**config.mk**
```make
export PLATFORM = sky130hd
export DESIGN_NAME = icache_front
export DESIGN_NICKNAME = d
export VERILOG_FILES = /design/src/rtl/core/icache_pkg.sv /design/src/rtl/core/icache_front.sv
export SDC_FILE = /design/constraint.sdc
export NUM_CORES = 1
export LEC_CHECK = 0
export BUFFER_PORTS_ARGS = -buffer_cell sky130_fd_sc_hd__buf_2
export CORE_MARGIN = 8
export CORE_UTILIZATION = 47
export DETAILED_ROUTE_END_ITERATION = 6
export HOLD_SLACK_MARGIN = 0.1
export PLACE_DENSITY = 0.76
export RECOVER_POWER = 50
export SYNTH_ARGS = -nofsm -noshare
export SYNTH_HDL_FRONTEND = slang
export SYNTH_SLANG_ARGS = --single-unit
```
**constraint.sdc**
```tcl
create_clock -name i_clk -period 10.6 [get_ports i_clk]
set_input_delay 2.12 -clock i_clk [delete_from_list [all_inputs] [get_ports i_clk]]
set_output_delay 2.12 -clock i_clk [all_outputs]
set_load 0.005 [all_outputs]
```
**src/rtl/core/icache_pkg.sv**
```systemverilog
`timescale 1ns / 1ps
package icache_pkg;
    typedef struct packed {
        logic               cmd;
        logic signed [31:0] point_x;
        logic signed [31:0] point_y;
        logic signed [31:0] point_z;
        logic signed [15:0] normal_x;
        logic signed [15:0] normal_y;
        logic signed [15:0] normal_z;
        logic [15:0]        irr_r;
        logic [15:0]        irr_g;
        logic [15:0]        irr_b;
    } t_item;

    localparam logic CMD_ADD   = 1'b0;
    localparam logic CMD_QUERY = 1'b1;

    localparam logic [1:0] ST_ADDED  = 2'd0;
    localparam logic [1:0] ST_FULL   = 2'd1;
    localparam logic [1:0] ST_INTERP = 2'd2;
    localparam logic [1:0] ST_MISS   = 2'd3;

    localparam logic [1:0] CFG_RADIUS  = 2'd0;
    localparam logic [1:0] CFG_MIN_DOT = 2'd1;

    // 0.1 in Q16.16
    localparam logic [32:0] TENTH_Q16 = 33'd6554;
    // weight is 2^48 / d with d >= 6554, so 36 quotient bits suffice
    localparam int W_BITS = 36;
    localparam logic [32:0] WDIV_REM0 = 33'd4096;
    localparam logic [5:0] SQRT_STEPS = 6'd32;
    localparam logic [5:0] WDIV_STEPS = 6'd36;
    localparam logic [5:0] WDIV_INIT  = 6'h3F;
    localparam logic [5:0] FDIV_STEPS = 6'd16;
endpackage

```
**src/rtl/core/icache_front.sv**
```systemverilog
`timescale 1ns / 1ps
module icache_front import icache_pkg::*; (
    input  logic  i_clk,
    input  logic  i_rst_n,
    input  logic  i_start,
    input  t_item i_item,
    output logic  o_busy,
    output logic  o_q_valid,
    output t_item o_q_item,
    input  logic  i_q_pop
);
    t_item      r_buf [2];
    logic       r_wp;
    logic       r_rp;
    logic [1:0] r_cnt;
    logic       w_push;

    assign o_busy    = (r_cnt == 2'd2);
    assign w_push    = i_start && !o_busy;
    assign o_q_valid = (r_cnt != 2'd0);
    assign o_q_item  = r_buf[r_rp];

    always_ff @(posedge i_clk) begin
        if (w_push) begin
            r_buf[r_wp] <= i_item;
        end
    end

    always_ff @(posedge i_clk) begin
        if (!i_rst_n) begin
            r_wp  <= 1'b0;
            r_rp  <= 1'b0;
            r_cnt <= 2'd0;
        end else begin
            if (w_push) begin
                r_wp <= !r_wp;
            end
            if (i_q_pop) begin
                r_rp <= !r_rp;
            end
            r_cnt <= r_cnt + {1'b0, w_push} - {1'b0, i_q_pop};
        end
    end
endmodule

```
==> metrics.txt <==
outcome finished, violations left; failing checks capacitance limit, slew limit; setup TNS 0 ns; DP HPWL 21.2 mm; core area 29700 sq um; DRC Markers 0; post-CTS sizing 0; Initial DRC Count 282; Syn Inst Count 625; Synth Register Bits 391; CP Data Arrival Time 5.57 ns; Syn Nets 824; max-cap violations 2; delay-heaviest family, CP buffers and inverters; vias in the first global route 7908; total CTS buffers 41; GR Util met2 0.280; Area Overhead vs Synth 24.9%; H-tree level count 2; Buf+Inv Stages, Crit Path 3; Avg Cell Area, Syn 22.7 sq um; initial antenna violation count 4; # rows 63; Final Skew 0.0125 ns; P per Cell Area 225 nW/um^2; post-DR vias/cell 4.98; Final min period 5.44 ns; die height 190 microns; worst skew pair latency 0.52 ns; share of cells above drive strength 1 0.535; CP max-delay cell clkbuf_1; TritonRoute pass-1 iters 4; LEAKAGE 6.46 nW; wire per inst 21.0 microns; RSZ-0062 raised after global routing no; Via Count 7308; Most Frequent Cell on Critical Path clkbuf_1; die width 190 microns; Post-Layout Cell Count 1468; io pins 392; Max rail drop VDD 0.156 mV; total track usage 0.162; Ys Warns 0; Post-DP Area 16500 sq um; slew of the pin with the lowest slew margin 2.75 ns; fmax 184 MHz; CP required 10.73 ns; Max Slew Vio Count 101; Top Usage Layer GRT met2; hold_buf cts 0; CTS clk-pin slew, worst paths 0.06 ns; met1 GRT Util 0.180; die area 36000 sq um; Routability Congestion 0.751; Rel. slew slack -0.832; CTS tree done; post-route ant nets 0; Initial Util 0.478; pin count of the biggest net entering global routing 76; largest fanout on the critical path 74; Post-Syn Area 14200 sq um; CTS Root Cell clkbuf_16; CP Class in -> reg; Distinct cells, synth 17; nets 1244; Crit. End Element flip-flop; total routed wirelength 30.9 mm; count of input and output buffers 391; register area share after synthesis 0.823; Clock Sinks 391; grt ovf 0; Fillers 2224; CTS Buffer Depth 3; final worst path period share 0.513; Hold Path Class reg -> reg; Post-CTS Setup Inserts 0; Design Area, Final 17700 sq um; first-pass GRT wire length 45.1 mm; final core occ 0.597; slowest cell delay on critical path 1.97 ns; Hold Fails Final Rpt 0; final setup vio count 0; Placed Cells incl. Taps 1392; critical-path cell list clkbuf_1, nand2_1, nor2_1, clkbuf_1, buf_4; met3 Resource Use GR 0.0679; Critical Path Source Type primary input
cell usage in the layout, fill, tap and decap left out, types with 4 or more instances in the layout:
| master | netlist | final |
|---|---|---|
| buf_2 | 2 | 314 |
| buf_4 | 2 | 6 |
| bufinv_16 | 0 | 6 |
| clkbuf_1 | 0 | 84 |
| clkbuf_16 | 0 | 41 |
| clkinv_1 | 0 | 7 |
| clkinv_2 | 0 | 7 |
| dfxtp_1 | 5 | 4 |
| edfxtp_1 | 386 | 386 |
| mux2_2 | 193 | 193 |
| nor2_1 | 4 | 4 |
cells in the mapped netlist:
cell type  count  area [sq um]
mux2_2       193          2170
edfxtp_1     386         11600
nand2_1        2          7.51
ha_1           2          25.0
xnor2_1        2          17.5
nor2_1         4          15.0
or2_2          1          6.26
buf_2          2          10.0
dfxtp_1        5           100
inv_1          3          11.3
buf_4          2          15.0
and3_1         1          6.26
mux2i_1        1          10.0
nand2b_1       2          12.5
xor2_1         1          8.76
and2_1         1          6.26
buf_6         17           191
final timing paths:
kind	start	to	slack (ns)	cells after the start
max	i_start	r_buf[0][154]$_DFFE_PP_	5.16	5
max reg2reg	r_cnt[0]$_SDFF_PN0_	r_buf[0][154]$_DFFE_PP_	6.35	5
min	r_wp$_SDFFE_PN0P_	r_wp$_SDFFE_PN0P_	0.49	2
min reg2reg	r_wp$_SDFFE_PN0P_	r_wp$_SDFFE_PN0P_	0.49	2
flip-flops by register name, summed over array words and instances (netlist names), named ones only:
register,cells
r_buf,386
r_rp,1
r_wp,1
r_cnt,2
worst min-delay path: stages, from the launching register on:
cell and delay [ns]:
dfxtp_1 0.33, nand2_1 0.06, mux2i_1 0.06
layout make-up:
| class | instances | area [sq um] | area share |
|---|---|---|---|
| antenna | 3 | 7.51 | 0.000423 |
| multi-input combinational | 210 | 2290 | 0.129 |
| timing repair buffer | 398 | 1910 | 0.108 |
| inverter | 3 | 11.3 | 0.000635 |
| sequential | 391 | 11700 | 0.659 |
| clock buffer | 47 | 1050 | 0.0591 |
| clock inverter | 26 | 294 | 0.0166 |
| tap | 390 | 488 | 0.0275 |
stage by stage:
stage                     hold slack (ns)  power (mW)  worst slack (ns)
after CTS                           0.531        4.06              5.61
final                               0.490        4.00              5.16
after detailed placement            0.521        2.63              6.16
after global routing                0.528        4.17              4.76
after floorplan                     0.466        2.38              2.90
after global placement              0.496        2.61              6.16
per-layer routing:
metal | share of wire | routed length [microns] | vias to the layer above
met5 | 0.00084 | 26 | -
met4 | 0.025 | 763 | 4
met3 | 0.11 | 3350 | 55
met2 | 0.50 | 15600 | 290
met1 | 0.36 | 11200 | 3612
li1 | - | - | 3347
kinds of logic (layout without fill, tap and decap cells):
family | after synthesis | in the layout | share of synthesized area
mux | 194 | 194 | 0.154
fa+ha+maj | 2 | 2 | 0.00176
simple gates | 11 | 11 | 0.00379
buf+inv | 24 | 474 | 0.0160
other cells | 0 | 3 | 0
flops | 391 | 391 | 0.823
xor+xnor | 3 | 3 | 0.00185
power by group:
group | total (mW) | switching [mW] | internal, mW | leakage (nW)
Clock | 1.42 | 0.560 | 0.859 | 0.655
Sequential | 2.02 | 0.0533 | 1.97 | 3.64
Combinational | 0.557 | 0.309 | 0.248 | 2.16
Total | 4.00 | 0.923 | 3.08 | 6.46
Note: power is estimated with default switching activity, not from simulation.
